<file path="src/rtl/sbfd_pkg.sv">
// shared types, mode codes and a helper function for the stop-bit field decoder
// no dependencies; used by sbfd_step, stop_bit_field_decoder, sbfd_checker and testbench
package sbfd_pkg;

    localparam logic [2:0] MODE_UINT32 = 3'd0;
    localparam logic [2:0] MODE_INT32  = 3'd1;
    localparam logic [2:0] MODE_UINT64 = 3'd2;
    localparam logic [2:0] MODE_INT64  = 3'd3;
    localparam logic [2:0] MODE_PMAP   = 3'd4;
    localparam logic [2:0] MODE_ASCII  = 3'd5;

    localparam logic [7:0] STOP_MASK = 8'h80;
    localparam logic [7:0] COUNT_MAX = 8'hFF;

    // per-field decoder state
    typedef struct packed {
        logic [63:0] acc;
        logic [7:0]  seen;
        logic        neg;
        logic [2:0]  mode;
        logic        lost;
    } state_t;

    // one result item
    typedef struct packed {
        logic        overflow;
        logic [7:0]  byte_count;
        logic [6:0]  map_bits;
        logic [63:0] out_value;
        logic        field_last;
    } result_t;

    // bits filled by the data groups of cnt bytes; all ones past nine bytes
    function automatic logic [63:0] fill_mask(input logic [7:0] cnt);
        logic [63:0] m;
        case (cnt)
            8'd0:    m = 64'h0;
            8'd1:    m = 64'h7F;
            8'd2:    m = 64'h3FFF;
            8'd3:    m = 64'h1F_FFFF;
            8'd4:    m = 64'hFFF_FFFF;
            8'd5:    m = 64'h7_FFFF_FFFF;
            8'd6:    m = 64'h3FF_FFFF_FFFF;
            8'd7:    m = 64'h1_FFFF_FFFF_FFFF;
            8'd8:    m = 64'hFF_FFFF_FFFF_FFFF;
            8'd9:    m = 64'h7FFF_FFFF_FFFF_FFFF;
            default: m = '1;
        endcase
        return m;
    endfunction

endpackage

</file>
<file path="src/rtl/sbfd_step.sv">
// combinational decode of one stop-bit encoded byte against the field state
// depends on sbfd_pkg
module sbfd_step (
    input  sbfd_pkg::state_t  st,
    input  logic [7:0]        data_byte,
    input  logic [2:0]        mode,
    output sbfd_pkg::state_t  st_next,
    output sbfd_pkg::result_t res,
    output logic              produced
);

    logic        first;
    logic        last;
    logic [6:0]  data;
    logic [2:0]  mode_eff;
    logic        neg_eff;
    logic [7:0]  count;
    logic        is_int;
    logic        wide;
    logic        lost_now;
    logic        lost_eff;
    logic [63:0] shifted;
    logic [63:0] acc_new;
    logic [63:0] ext;
    logic [63:0] value;

    always_comb begin
        first    = (st.seen == 8'd0);
        last     = |(data_byte & sbfd_pkg::STOP_MASK);
        data     = data_byte[6:0];
        mode_eff = first ? mode : st.mode;
        neg_eff  = first ? data_byte[6] : st.neg;
        count    = (st.seen == sbfd_pkg::COUNT_MAX) ? st.seen : st.seen + 8'd1;
        is_int   = (mode_eff == sbfd_pkg::MODE_UINT32) || (mode_eff == sbfd_pkg::MODE_INT32)
                || (mode_eff == sbfd_pkg::MODE_UINT64) || (mode_eff == sbfd_pkg::MODE_INT64);
        wide     = (mode_eff == sbfd_pkg::MODE_UINT64) || (mode_eff == sbfd_pkg::MODE_INT64);

        // top seven bits of the width are about to be shifted out
        lost_now = wide ? |st.acc[63:57] : |st.acc[31:25];
        lost_eff = st.lost | (is_int & lost_now);
        shifted  = {st.acc[56:0], data};
        acc_new  = wide ? shifted : {32'd0, shifted[31:0]};

        // sign fill above the bits received so far
        ext   = acc_new | ~sbfd_pkg::fill_mask(count);
        value = acc_new;
        if ((mode_eff == sbfd_pkg::MODE_INT32) || (mode_eff == sbfd_pkg::MODE_INT64)) begin
            if (neg_eff) begin
                value = wide ? ext : {32'd0, ext[31:0]};
            end
            if (!wide) begin
                value = {{32{value[31]}}, value[31:0]};
            end
        end

        res            = '0;
        res.field_last = last;
        res.byte_count = count;
        produced       = 1'b0;
        if (is_int) begin
            res.out_value = value;
            res.overflow  = lost_eff;
            produced      = last;
        end else if (mode_eff == sbfd_pkg::MODE_PMAP) begin
            res.map_bits = data;
            produced     = 1'b1;
        end else if (mode_eff == sbfd_pkg::MODE_ASCII) begin
            res.out_value = {57'd0, data};
            produced      = 1'b1;
        end

        st_next.mode = mode_eff;
        if (last) begin
            st_next.acc  = '0;
            st_next.seen = '0;
            st_next.neg  = 1'b0;
            st_next.lost = 1'b0;
        end else begin
            st_next.acc  = is_int ? acc_new : st.acc;
            st_next.seen = count;
            st_next.neg  = neg_eff;
            st_next.lost = lost_eff;
        end
    end

endmodule

</file>
<file path="src/rtl/stop_bit_field_decoder.sv">
// stop-bit field decoder top level: field state register and result register
// a result is registered and appears on m_tvalid in the cycle after the byte that causes it
// throughput: one byte per cycle while s_tready is high, set by the combinational shift-and-or accumulator
// s_tready stays high while the result register is empty or being taken
// reset (aresetn low, synchronous) clears field state and the result valid
// depends on sbfd_pkg and sbfd_step
module stop_bit_field_decoder (
    input  logic        aclk,
    input  logic        aresetn,
    input  logic        s_tvalid,
    output logic        s_tready,
    input  logic [7:0]  s_tdata,   // data_byte[7:0]
    input  logic [2:0]  s_tuser,   // mode[2:0]
    output logic        m_tvalid,
    input  logic        m_tready,
    output logic [79:0] m_tdata,   // out_value[63:0], map_bits[70:64], byte_count[78:71],
                                   // overflow[79]
    output logic        m_tlast    // field_last
);

    sbfd_pkg::state_t  state_reg;
    sbfd_pkg::state_t  state_next;
    sbfd_pkg::result_t res_reg;
    sbfd_pkg::result_t res_next;
    logic              m_valid_reg;
    logic              m_valid_next;
    logic              produced;
    logic              s_xfer;

    sbfd_step u_step (
        .st        (state_reg),
        .data_byte (s_tdata),
        .mode      (s_tuser),
        .st_next   (state_next),
        .res       (res_next),
        .produced  (produced)
    );

    assign s_tready = !m_valid_reg || m_tready;
    assign s_xfer   = s_tvalid && s_tready;

    always_comb begin
        m_valid_next = m_valid_reg;
        if (s_xfer) begin
            m_valid_next = produced;
        end else if (m_tready) begin
            m_valid_next = 1'b0;
        end
    end

    always_ff @(posedge aclk) begin
        if (!aresetn) begin
            state_reg   <= '0;
            m_valid_reg <= 1'b0;
        end else begin
            m_valid_reg <= m_valid_next;
            if (s_xfer) begin
                state_reg <= state_next;
            end
        end
    end

    // payload needs no reset
    always_ff @(posedge aclk) begin
        if (s_xfer) begin
            res_reg <= res_next;
        end
    end

    assign m_tvalid = m_valid_reg;
    assign m_tdata  = {res_reg.overflow, res_reg.byte_count, res_reg.map_bits, res_reg.out_value};
    assign m_tlast  = res_reg.field_last;

`ifndef SYNTH
    // a stop byte closes the field
    a_stop_clears: assert property (@(posedge aclk) disable iff (!aresetn)
        (s_xfer && s_tdata[7]) |=> (state_reg.seen == 8'd0 && !state_reg.lost))
        else $error("field state not cleared after stop byte");

    // a byte that does not stop the field keeps a nonzero count
    a_count_runs: assert property (@(posedge aclk) disable iff (!aresetn)
        (s_xfer && !s_tdata[7]) |=> (state_reg.seen != 8'd0))
        else $error("byte count lost inside a field");

    // presence bits come only with a zero value
    a_map_excl: assert property (@(posedge aclk) disable iff (!aresetn)
        (m_valid_reg && res_reg.map_bits != 7'd0) |-> (res_reg.out_value == 64'd0))
        else $error("presence bits and value both set");

    // overflow needs more than four data groups
    a_ovf_count: assert property (@(posedge aclk) disable iff (!aresetn)
        (m_valid_reg && res_reg.overflow) |-> (res_reg.byte_count >= 8'd5))
        else $error("overflow with too few bytes");
`endif

endmodule

</file>
<file path="config.mk">
export PLATFORM = sky130hd
export DESIGN_NAME = stop_bit_field_decoder
export DESIGN_NICKNAME = d
export VERILOG_FILES = /design/src/rtl/sbfd_pkg.sv /design/src/rtl/sbfd_step.sv /design/src/rtl/stop_bit_field_decoder.sv
export SDC_FILE = /design/constraint.sdc
export NUM_CORES = 1
export LEC_CHECK = 0
export BUFFER_PORTS_ARGS = -buffer_cell sky130_fd_sc_hd__buf_4
export CAP_MARGIN = 20
export CORE_UTILIZATION = 38
export CTS_CLUSTER_SIZE = 24
export DETAILED_ROUTE_END_ITERATION = 7
export SETUP_SLACK_MARGIN = 0.02
export SYNTH_ARGS = -nofsm -noshare
export SYNTH_HDL_FRONTEND = slang
export SYNTH_SLANG_ARGS = --single-unit
</file>
<file path="constraint.sdc">
create_clock -name aclk -period 3.6 [get_ports aclk]
set_clock_uncertainty 0.05 [all_clocks]
set_input_delay 0.72 -clock aclk [delete_from_list [all_inputs] [get_ports aclk]]
set_output_delay 0.72 -clock aclk [all_outputs]
set_load 0.02 [all_outputs]
</file>
==> summary.txt, run 1 <==
Timing
  • Pins over their slew limit: 0
  • Worst-margin pin slew: 827.2 ps
  • Final Hold Fails: 0
  • Setup tns final: 0 ps
  • # setup viols final: 0
  • Fmax: 315.4 MHz
  • Final Cycle Share: 88.08%
  • Slew headroom: 44.43%
  • Unrepaired setup endpoints after global routing: false
  • Tmin final: 3171 ps

Setup path
  • CP Capture Type: flop
  • Crit path cell chain: inv_1 > ha_1 > or4b_1 > or4_1 > a222oi_1 > nand4_1 > nand3_1
  • Delay-heaviest family, CP: simple AND/OR/NAND/NOR gates
  • Max incr delay on CP: 570 ps
  • Worst Path Buf+Inv: 1
  • Crit-path max FO: 12
  • Critical path class: reg -> reg
  • CP Launch Point: state_reg[5]
  • Critical-path top delay cell: or4b_1
  • Worst path arrival time: 3390 ps
  • WP data required: 3820 ps
  • Reg2reg start: state_reg[5]
  • Nature of the critical path startpoint: flop

CTS
  • Post-CTS Resized: 0
  • Setup bufs post-CTS: 0
  • CTS tree: built
  • CTS buffer count: 17
  • Clk root buf: clkbuf_16
  • Clock Latency Late Sink: 430 ps
  • Bufs on Longest Clock Path: 2
  • Clock transition at path regs: 60 ps
  • Htree depth: 4
  • Clock sink total: 159
  • Cts hold-fix bufs: 0

Outcome
  • Status: finished, final reports clean

Drt
  • DRC viols: 0
  • Routed Antenna Nets: 0
  • Vias per cell: 5.476
  • Avg WL per Cell: 16.99 um
  • Pre-antenna DRT Iters: 5
  • Initial DRC count: 508
  • Vias: 5,503
  • Drt total wl: 17.07 mm

Run
  • MaxCap Viol Count: 0

GRT
  • Number of global-route vias before repair: 5,034
  • Initial antenna violation count: 0
  • Overall Global Routing Usage: 18.99%
  • GR Overflow Total: 0
  • Pin count of the biggest net entering global routing: 79
  • First-pass GRT wire length: 26.79 mm

Power and ir drop
  • Net load switching power: 1.052 mW
  • Pwr dens: 499.3 mW/mm^2
  • Share of total power in combinational logic: 10.1%
  • Sw frac: 24.93%
  • Clock network power share: 42.2%
  • Peak VDD IR: 346.7 uV
  • Sequential Power Share: 47.7%
  • Leakage power: 3.192 nW
  • Int Pwr: 3.168 mW

Die
  • Die height: 136.6 um
  • Top-level port count: 98
  • Initial Util: 39.40%
  • Die X: 136.6 um
  • Die area: 0.01867 sq mm
  • Core region area: 0.01748 sq mm
  • Cell Rows: 48

Finish
  • Fin cells: 1,005
  • Inserted Diodes: 0
  • Area growth syn-to-layout: 22.73%
  • Max reg flops: 80
  • Share of cells above drive strength 1: 20.26%
  • Finished Cell Area: 0.008452 sq mm
  • Final Core Density: 48.36%
  • Fin nets: 784

Logic synthesis
  • Mapped Cells: 687
  • Syn nets: 704
  • Post-Synthesis Cell Area: 0.006887 sq mm
  • Asr flop ratio synth: 0%
  • Dominant cells by area after synthesis: edfxtp_1 (35%), dfxtp_1 (23%), nand2_1 (6.9%)
  • Register bit total from synthesis: 159
  • Yosys Warn Count: 0
  • EDFF count, synth: 81
  • Post-synth cell types: 58
  • Ys flop type: edfxtp_1
  • Yosys top cell by area: edfxtp_1
  • Synth top area share: 35.32%
  • Synth Area per Inst: 10.02 sq um
  • Seq/Total Area, Yosys: 57.99%

Worst hold path
  • Hold Path Origin: state_reg[55]
  • Hold Path Class: reg -> reg

Place
  • PortBufs: 97
  • Placer Congestion: 0.8991
  • DP HPWL: 11.74 mm
  • Post-DP Area: 0.007868 sq mm
  • Inst Count DP: 973
-- final cells by class --
class	count	area, sq um
fillers	1599	9025
clock buffers	17	425.4
multi-input cells	464	2670
clock inverters	15	158.9
well taps	225	281.5
repair buffers	113	873.3
flip-flops and latches	159	3994
inverters	12	48.80
-- cell families after synthesis --
group / synth area share [%]
muxes: 0.3089
buffers and inverters: 3.634
DFF: 57.99
and+or+nand+nor: 15.66
adders and majority gates: 0.3633
AOI/OAI and AO/OA: 21.78
xor gates and xnor gates: 0.2544
-- power by group through the flow --
stage	Clock, mW	Combinational, mW	Sequential, mW
after detailed placement	0	0.430	2.05
final	1.78	0.428	2.01
after global placement	0	0.424	2.05
after floorplan	0	0.166	2.13
after CTS	1.81	0.431	2.01
after global routing	1.90	0.461	2.02
-- layout by cell type, fill, tap and decap left out, types with 3 or more instances in the layout --
cell / count
o211ai_1: 8
inv_1: 11
nand4_1: 8
and3_1: 11
and4_1: 3
or3_1: 3
nor2b_1: 9
edfxtp_1: 81
clkinvlp_4: 6
nand2_1: 126
or4_1: 3
nand3b_1: 3
nand3_1: 32
dfxtp_1: 78
a21oi_1: 16
clkbuf_16: 17
a21boi_1: 15
a22oi_1: 7
o2bb2ai_1: 7
a21boi_0: 57
buf_4: 111
nor2_1: 9
nor3_1: 6
nor3b_1: 3
a31oi_1: 3
a21o_1: 8
o21ai_0: 85
inv_6: 6
-- tightest hold or removal path: stages, from the launching register on --
cell      delay (ps)
dfxtp_1          320
nand2_1           60
a21boi_1          50
-- stage by stage --
stage                     power, mW  hold WS [ps]  setup slack (ps)
after global placement        2.475         404.9             569.2
after detailed placement      2.482         413.3             524.3
after CTS                     4.256         422.0             493.5
final                         4.220         418.1             428.9
after global routing          4.377         458.4             233.9
after floorplan               2.295         390.6             230.5
-- path summary, 6_finish.rpt --
kind,slack (ps),depth (start not counted),to
hold / removal,420,2,state_reg[62]
setup / recovery,430,7,m_tdata[45]
hold reg to reg,420,2,state_reg[62]
setup reg to reg,430,7,m_tdata[45]
-- cell usage after synthesis (9+ instances only) --
| cell type | instances |
|---|---|
| dfxtp_1 | 78 |
| a21boi_0 | 57 |
| o21ai_0 | 85 |
| a21oi_1 | 17 |
| nand3_1 | 32 |
| a21boi_1 | 15 |
| inv_1 | 12 |
| edfxtp_1 | 81 |
| nor2_1 | 9 |
| and3_1 | 11 |
| nor2b_1 | 9 |
| nand2_1 | 127 |
| clkbuf_1 | 45 |
-- metal layers --
metal	routed length, um	up-vias	track usage, %	share of wire, %
met3	964	28	4.259	5.6
met1	8027	2647	26.38	47
li1	-	2659	-	-
met2	7647	169	28.40	45
met5	0	-	0	0
met4	431	0	7.901	2.5
Power figures use the tool's default switching activity.
==> run 2: changes to the inputs <==
--- a/config.mk
+++ b/config.mk
@@ -5,11 +5,12 @@
 export SDC_FILE = /design/constraint.sdc
 export NUM_CORES = 1
 export LEC_CHECK = 0
-export BUFFER_PORTS_ARGS = -buffer_cell sky130_fd_sc_hd__buf_4
+export BUFFER_PORTS_ARGS = -buffer_cell sky130_fd_sc_hd__buf_2
 export CAP_MARGIN = 20
 export CORE_UTILIZATION = 38
 export CTS_CLUSTER_SIZE = 24
 export DETAILED_ROUTE_END_ITERATION = 7
+export GPL_ROUTABILITY_DRIVEN = 0
 export SETUP_SLACK_MARGIN = 0.02
 export SYNTH_ARGS = -nofsm -noshare
 export SYNTH_HDL_FRONTEND = slang
==> summary.txt, run 2 (synthesized netlist as in run 1, its figures left out) <==
Outcome
  • Status: finished, final reports clean

Place
  • PortBufs: 97 (unchanged)
  • DP HPWL: 11.68 mm (-0.47%)
  • Post-Place Worst Slack: 465.1 ps (-59.26 ps)

Timing
  • Slack of the critical path: 437.5 ps (+8.521 ps)
  • # setup viols final: 0 (unchanged)
  • Setup tns final: 0 ps (unchanged)
  • Final Cycle Share: 87.85% (-0.24 points)
  • Tmin final: 3163 ps (-8.521 ps)
  • Slew headroom: 40.03% (-4.4 points)
  • Worst-margin pin slew: 896.2 ps (+69.01 ps)
  • Fmax: 316.2 MHz (+0.27%)
  • Final hold slack: 420.9 ps (+2.757 ps)
  • Final Hold Fails: 0 (unchanged)
  • Pins over their slew limit: 0 (unchanged)
  • Unrepaired setup endpoints after global routing: false

Setup path
  • Crit path cell chain: inv_1 > ha_1 > or4b_1 > or4_1 > a222oi_1 > nand4_1 > nand3_1
  • Reg2reg setup slack: 440 ps (about the same)
  • CP Capture Type: flop
  • Delay-heaviest family, CP: simple AND/OR/NAND/NOR gates
  • R2R cell count: 7 (unchanged)
  • Total stage count of the critical path: 7 (unchanged)
  • Worst Path Buf+Inv: 1 (unchanged)
  • Critical R2R Capture: m_tdata[42]
  • Reg2reg start: state_reg[5]
  • WP data required: 3820 ps (about the same)
  • Crit-path max FO: 12 (unchanged)
  • Worst path arrival time: 3390 ps (about the same)
  • Critical-path top delay cell: or4b_1
  • Max incr delay on CP: 560 ps (about the same)
  • Nature of the critical path startpoint: flop
  • Critical path class: reg -> reg

Finish
  • # fillers: 1,594 (-0.31%)
  • Area growth syn-to-layout: 18.70%
  • Inserted Diodes: 0 (unchanged)
  • Max reg flops: 80 (unchanged)
  • Share of cells above drive strength 1: 20.38% (+0.13 points)
  • Fin nets: 784 (unchanged)
  • Reg area: 0.003994 sq mm (unchanged)
  • Commonest non-fill, non-tap cell in the layout: nand2_1
  • Most frequent cells in the layout: nand2_1 (126), buf_2 (97), o21ai_0 (85), edfxtp_1 (81), dfxtp_1 (78)
  • Multi-input logic area: 0.002670 sq mm (unchanged)

Die
  • Top-level port count: 98 (unchanged)
  • Cell Rows: 48 (unchanged)
  • Initial Util: 39.40% (unchanged)
  • Die area: 0.01867 sq mm (unchanged)
  • Core region area: 0.01748 sq mm (unchanged)
  • Die height: 136.6 um (unchanged)
  • Die X: 136.6 um (unchanged)

Drt
  • Vias: 5,519 (+0.29%)
  • Routed Antenna Nets: 0 (unchanged)
  • DRC viols: 0 (unchanged)
  • Vias per cell: 5.492 (+0.29%)
  • Drt total wl: 17.11 mm (+0.25%)
  • Initial DRC count: 453 (-11%)
  • Avg WL per Cell: 17.03 um (+0.25%)
  • Pre-antenna DRT Iters: 5 (unchanged)

Worst hold path
  • Hold worst-path end: state_reg[42]
  • Worst hold path stage count: 2 (unchanged)
  • Hold Path Origin: state_reg[35]
  • Hold Path Class: reg -> reg

CTS
  • Clock transition at path regs: 70 ps (about the same)
  • Htree depth: 4 (unchanged)
  • Bufs on Longest Clock Path: 2 (unchanged)
  • Clock sink total: 159 (unchanged)
  • Clk root buf: clkbuf_16
  • CTS tree: built
  • Cts hold-fix bufs: 0 (unchanged)
  • CTS buffer count: 17 (unchanged)
  • Setup bufs post-CTS: 0 (unchanged)
  • Clock Latency Late Sink: 430 ps (about the same)
  • Post-CTS Resized: 0 (unchanged)

GRT
  • First-pass GRT wire length: 27.20 mm (+1.5%)
  • GR Overflow Total: 0 (unchanged)
  • Initial antenna violation count: 0 (unchanged)
  • Overall Global Routing Usage: 19.16% (+0.17 points)
  • Pin count of the biggest net entering global routing: 79 (unchanged)
  • Number of global-route vias before repair: 5,298 (+5.2%)

Power and ir drop
  • Power, Total: 4.066 mW (-3.6%)
  • Sequential Power Share: 49.4% (+1.7 points)
  • Share of total power in combinational logic: 9.6% (-0.5 points)
  • Clock network power share: 41.0% (-1.2 points)
  • Net load switching power: 1.067 mW (+1.4%)
  • Int Pwr: 2.999 mW (-5.3%)
  • Sw frac: 26.24% (+1.3 points)
  • Pwr dens: 497.5 mW/mm^2 (-0.36%)
  • Leakage power: 3.114 nW (-2.5%)
  • Peak VDD IR: 341.4 uV (-1.5%)

Run
  • MaxCap Viol Count: 0 (unchanged)
[run 2: changes by cell type in the layout (fill, tap and decap cells not counted)]
cell and delta:
buf_2 +97, buf_4 -97, bufinv_16 -2, clkinv_1 -1, inv_6 +2, inv_8 +1
[run 2: final cells by class]
type | instances | share of cell area [%]
clock buffers | 17 | 5.204
clock inverters | 15 | 1.515
inverters | 12 | 0.5970
multi-input cells | 464 | 32.66
flip-flops and latches | 159 | 48.86
well taps | 225 | 3.444
repair buffers | 113 | 7.715
[run 2: per-stage QoR]
step	utilization [%]	area [sq um]	cells
after detailed placement	43.51	7605	972
after floorplan	-	6890	687
after global routing	46.77	8174	1005
after CTS	46.66	8154	1004
final	46.77	8174	1005
after global placement	43.51	7605	972
[run 2: tightest hold or removal path: cells and delay by family, from the launching register on]
| family | cells | cell delay (ps) |
|---|---|---|
| flops | 1 | 320 |
| simple gates | 1 | 60 |
| compound gates | 1 | 50 |
[run 2: worst max-delay path by stage]
stage                 startpoint            to  slack [ps]
floorplan               m_tready  state_reg[2]         230
global placement    state_reg[5]   m_tdata[41]         590
detailed placement  state_reg[5]   m_tdata[42]         470
CTS                 state_reg[5]   m_tdata[42]         430
global route        state_reg[5]   m_tdata[43]         190
finish              state_reg[5]   m_tdata[42]         440
[run 2: routing by layer]
layer,GRT usage (%),up-vias,part of all wire [%]
met5,0,-,0
met4,8.333,0,2.2
met3,3.444,29,5.1
met2,29.70,172,46
met1,26.14,2661,47
li1,-,2657,-
[run 2: power by group through the flow]
| stage | Clock [mW] | Combinational [mW] | Sequential, mW |
|---|---|---|---|
| floorplan | 0 | 0.166 | 2.13 |
| global placement | 0 | 0.383 | 2.05 |
| detailed placement | 0 | 0.389 | 2.05 |
| CTS | 1.70 | 0.390 | 2.01 |
| global route | 1.79 | 0.423 | 2.01 |
| finish | 1.67 | 0.389 | 2.01 |
==> run 3: changes to the inputs <==
--- a/config.mk
+++ b/config.mk
@@ -7,10 +7,11 @@
 export LEC_CHECK = 0
 export BUFFER_PORTS_ARGS = -buffer_cell sky130_fd_sc_hd__buf_2
 export CAP_MARGIN = 20
-export CORE_UTILIZATION = 38
+export CORE_UTILIZATION = 50
 export CTS_CLUSTER_SIZE = 24
 export DETAILED_ROUTE_END_ITERATION = 7
 export GPL_ROUTABILITY_DRIVEN = 0
+export PLACE_DENSITY = 0.74
 export SETUP_SLACK_MARGIN = 0.02
 export SYNTH_ARGS = -nofsm -noshare
 export SYNTH_HDL_FRONTEND = slang
==> summary.txt, run 3 (synthesized netlist as in run 1, its figures left out) <==
Power and ir drop
  • Pwr dens: 513.0 mW/mm^2 (+3.1%)
  • Leakage power: 3.144 nW (+0.96%)
  • Peak VDD IR: 384.2 uV (+13%)

CTS
  • CTS tree: built
  • Setup bufs post-CTS: 0 (unchanged)
  • CTS buffer count: 17 (unchanged)
  • Clk root buf: clkbuf_16
  • Clock transition at path regs: 60 ps (about the same)
  • Bufs on Longest Clock Path: 2 (unchanged)
  • Clock Latency Late Sink: 420 ps (about the same)
  • Cts hold-fix bufs: 0 (unchanged)
  • Post-CTS Resized: 0 (unchanged)
  • Clock sink total: 159 (unchanged)
  • Htree depth: 4 (unchanged)

Die
  • Cell Rows: 42 (-13%)
  • Core region area: 0.01335 sq mm (-24%)
  • Top-level port count: 98 (unchanged)
  • Die X: 119.4 um (-13%)
  • Die area: 0.01425 sq mm (-24%)
  • Initial Util: 51.59% (+12 points)
  • Die height: 119.4 um (-13%)

GRT
  • GR Overflow Total: 0 (unchanged)
  • Pin count of the biggest net entering global routing: 79 (unchanged)
  • Overall Global Routing Usage: 23.60% (+4.4 points)
  • Initial antenna violation count: 0 (unchanged)
  • First-pass GRT wire length: 25.99 mm (-4.5%)
  • Number of global-route vias before repair: 5,113 (-3.5%)

Place
  • DP HPWL: 10.75 mm (-8.0%)
  • PortBufs: 97 (unchanged)

Worst hold path
  • Hold Path Class: reg -> reg

Setup path
  • Nature of the critical path startpoint: flop
  • Crit path cell chain: inv_1 > ha_1 > or4b_1 > or4_1 > a222oi_1 > nand4_1 > nand3_1
  • Critical path class: reg -> reg
  • Max incr delay on CP: 610 ps (+50 ps)
  • Crit-path max FO: 12 (unchanged)
  • WP data required: 3810 ps (about the same)
  • Worst path arrival time: 3490 ps (+100 ps)
  • Critical-path top delay cell: a222oi_1
  • CP Capture Type: flop

Finish
  • Fin nets: 781 (-0.38%)
  • Max reg flops: 80 (unchanged)
  • Final Core Density: 61.00% (+14 points)
  • Area growth syn-to-layout: 18.24%
  • Reg area: 0.003994 sq mm (unchanged)
  • Commonest non-fill, non-tap cell in the layout: nand2_1
  • Share of cells above drive strength 1: 19.82% (-0.56 points)
  • Multi-input logic area: 0.002670 sq mm (unchanged)
  • Inserted Diodes: 0 (unchanged)
  • Most frequent cells in the layout: nand2_1 (126), buf_2 (97), o21ai_0 (85), edfxtp_1 (81), dfxtp_1 (78)
  • # fillers: 1,099 (-31%)

Timing
  • Worst-margin pin slew: 881.0 ps (-15.21 ps)
  • Setup tns final: 0 ps (unchanged)
  • Slew headroom: 40.91% (+0.88 points)
  • # setup viols final: 0 (unchanged)
  • Final Cycle Share: 91.06% (+3.2 points)
  • Unrepaired setup endpoints after global routing: false
  • Pins over their slew limit: 0 (unchanged)
  • Fmax: 305.1 MHz (-3.5%)
  • Final Hold Fails: 0 (unchanged)
  • Tmin final: 3278 ps (+115.6 ps)

Drt
  • Routed Antenna Nets: 0 (unchanged)
  • Pre-antenna DRT Iters: 7 (+2)
  • Vias: 5,586 (+1.2%)
  • Avg WL per Cell: 17.16 um (+0.76%)
  • DRC viols: 0 (unchanged)
  • Initial DRC count: 651 (+44%)
  • Vias per cell: 5.861 (+6.7%)
  • Drt total wl: 16.35 mm (-4.5%)

Outcome
  • Status: finished, final reports clean

Run
  • MaxCap Viol Count: 0 (unchanged)
==> run 3: cell count changes in the layout (fill, tap and decap cells not counted) <==
cell	delta
inv_6	-8
clkinv_2	+6
clkbuf_1	+2
clkbuf_8	+1
inv_8	-1
buf_12	+1
buf_4	-4
clkinv_4	+2
clkinvlp_4	-5
bufinv_16	+3
==> run 3: power by group <==
part | internal, mW | leakage [nW] | switching [mW]
clock | 1.10 | 0.297 | 0.683
combinational | 0.114 | 1.40 | 0.271
sequential | 1.98 | 1.45 | 0.0247
total | 3.20 | 3.14 | 0.978
==> run 3: cell type report <==
type / instances / share of cell area, %
timing repair buffer: 110 / 7.621
multi-input combinational: 464 / 32.79
tap: 176 / 2.704
inverter: 12 / 0.5993
sequential: 159 / 49.05
clock inverter: 12 / 1.752
clock buffer: 20 / 5.486
==> run 3: final timing paths <==
path	start	slack, ps	endpoint	cells after the start
worst min-delay path	state_reg[59]	430	state_reg[66]	2
worst max register to register	state_reg[5]	320	m_tdata[43]	7
worst min register to register	state_reg[59]	430	state_reg[66]	2
worst max-delay path	state_reg[5]	320	m_tdata[43]	7
==> run 3: per-stage QoR <==
stage	hold slack (ps)	power [mW]	std cells	setup WS, ps	instance area (sq um)
after floorplan	390.6	2.295	687	230.5	6890
after global placement	409.6	2.419	920	645.0	7533
after detailed placement	419.7	2.427	920	518.2	7533
after CTS	425.9	4.196	952	493.3	8123
after global routing	444.2	4.308	953	158.0	8143
final	425.4	4.177	953	321.9	8143
==> run 3: layer usage <==
layer	wire length (um)	global-route usage, %	up-vias	share of wire (%)
met5	0	0	-	0
met4	391	9.375	0	2.4
met3	1075	5.939	29	6.6
met2	7635	36.34	239	47
met1	7248	31.90	2667	44
li1	-	-	2651	-
==> run 3: worst max-delay path: cells and delay by family (launching register included) <==
kind / cells / cell delay, ps
and+or+nand+nor: 4 / 1720
AOI/OAI and AO/OA: 1 / 610
DFF: 1 / 420
adders and majority gates: 1 / 170
buffers and inverters: 1 / 150
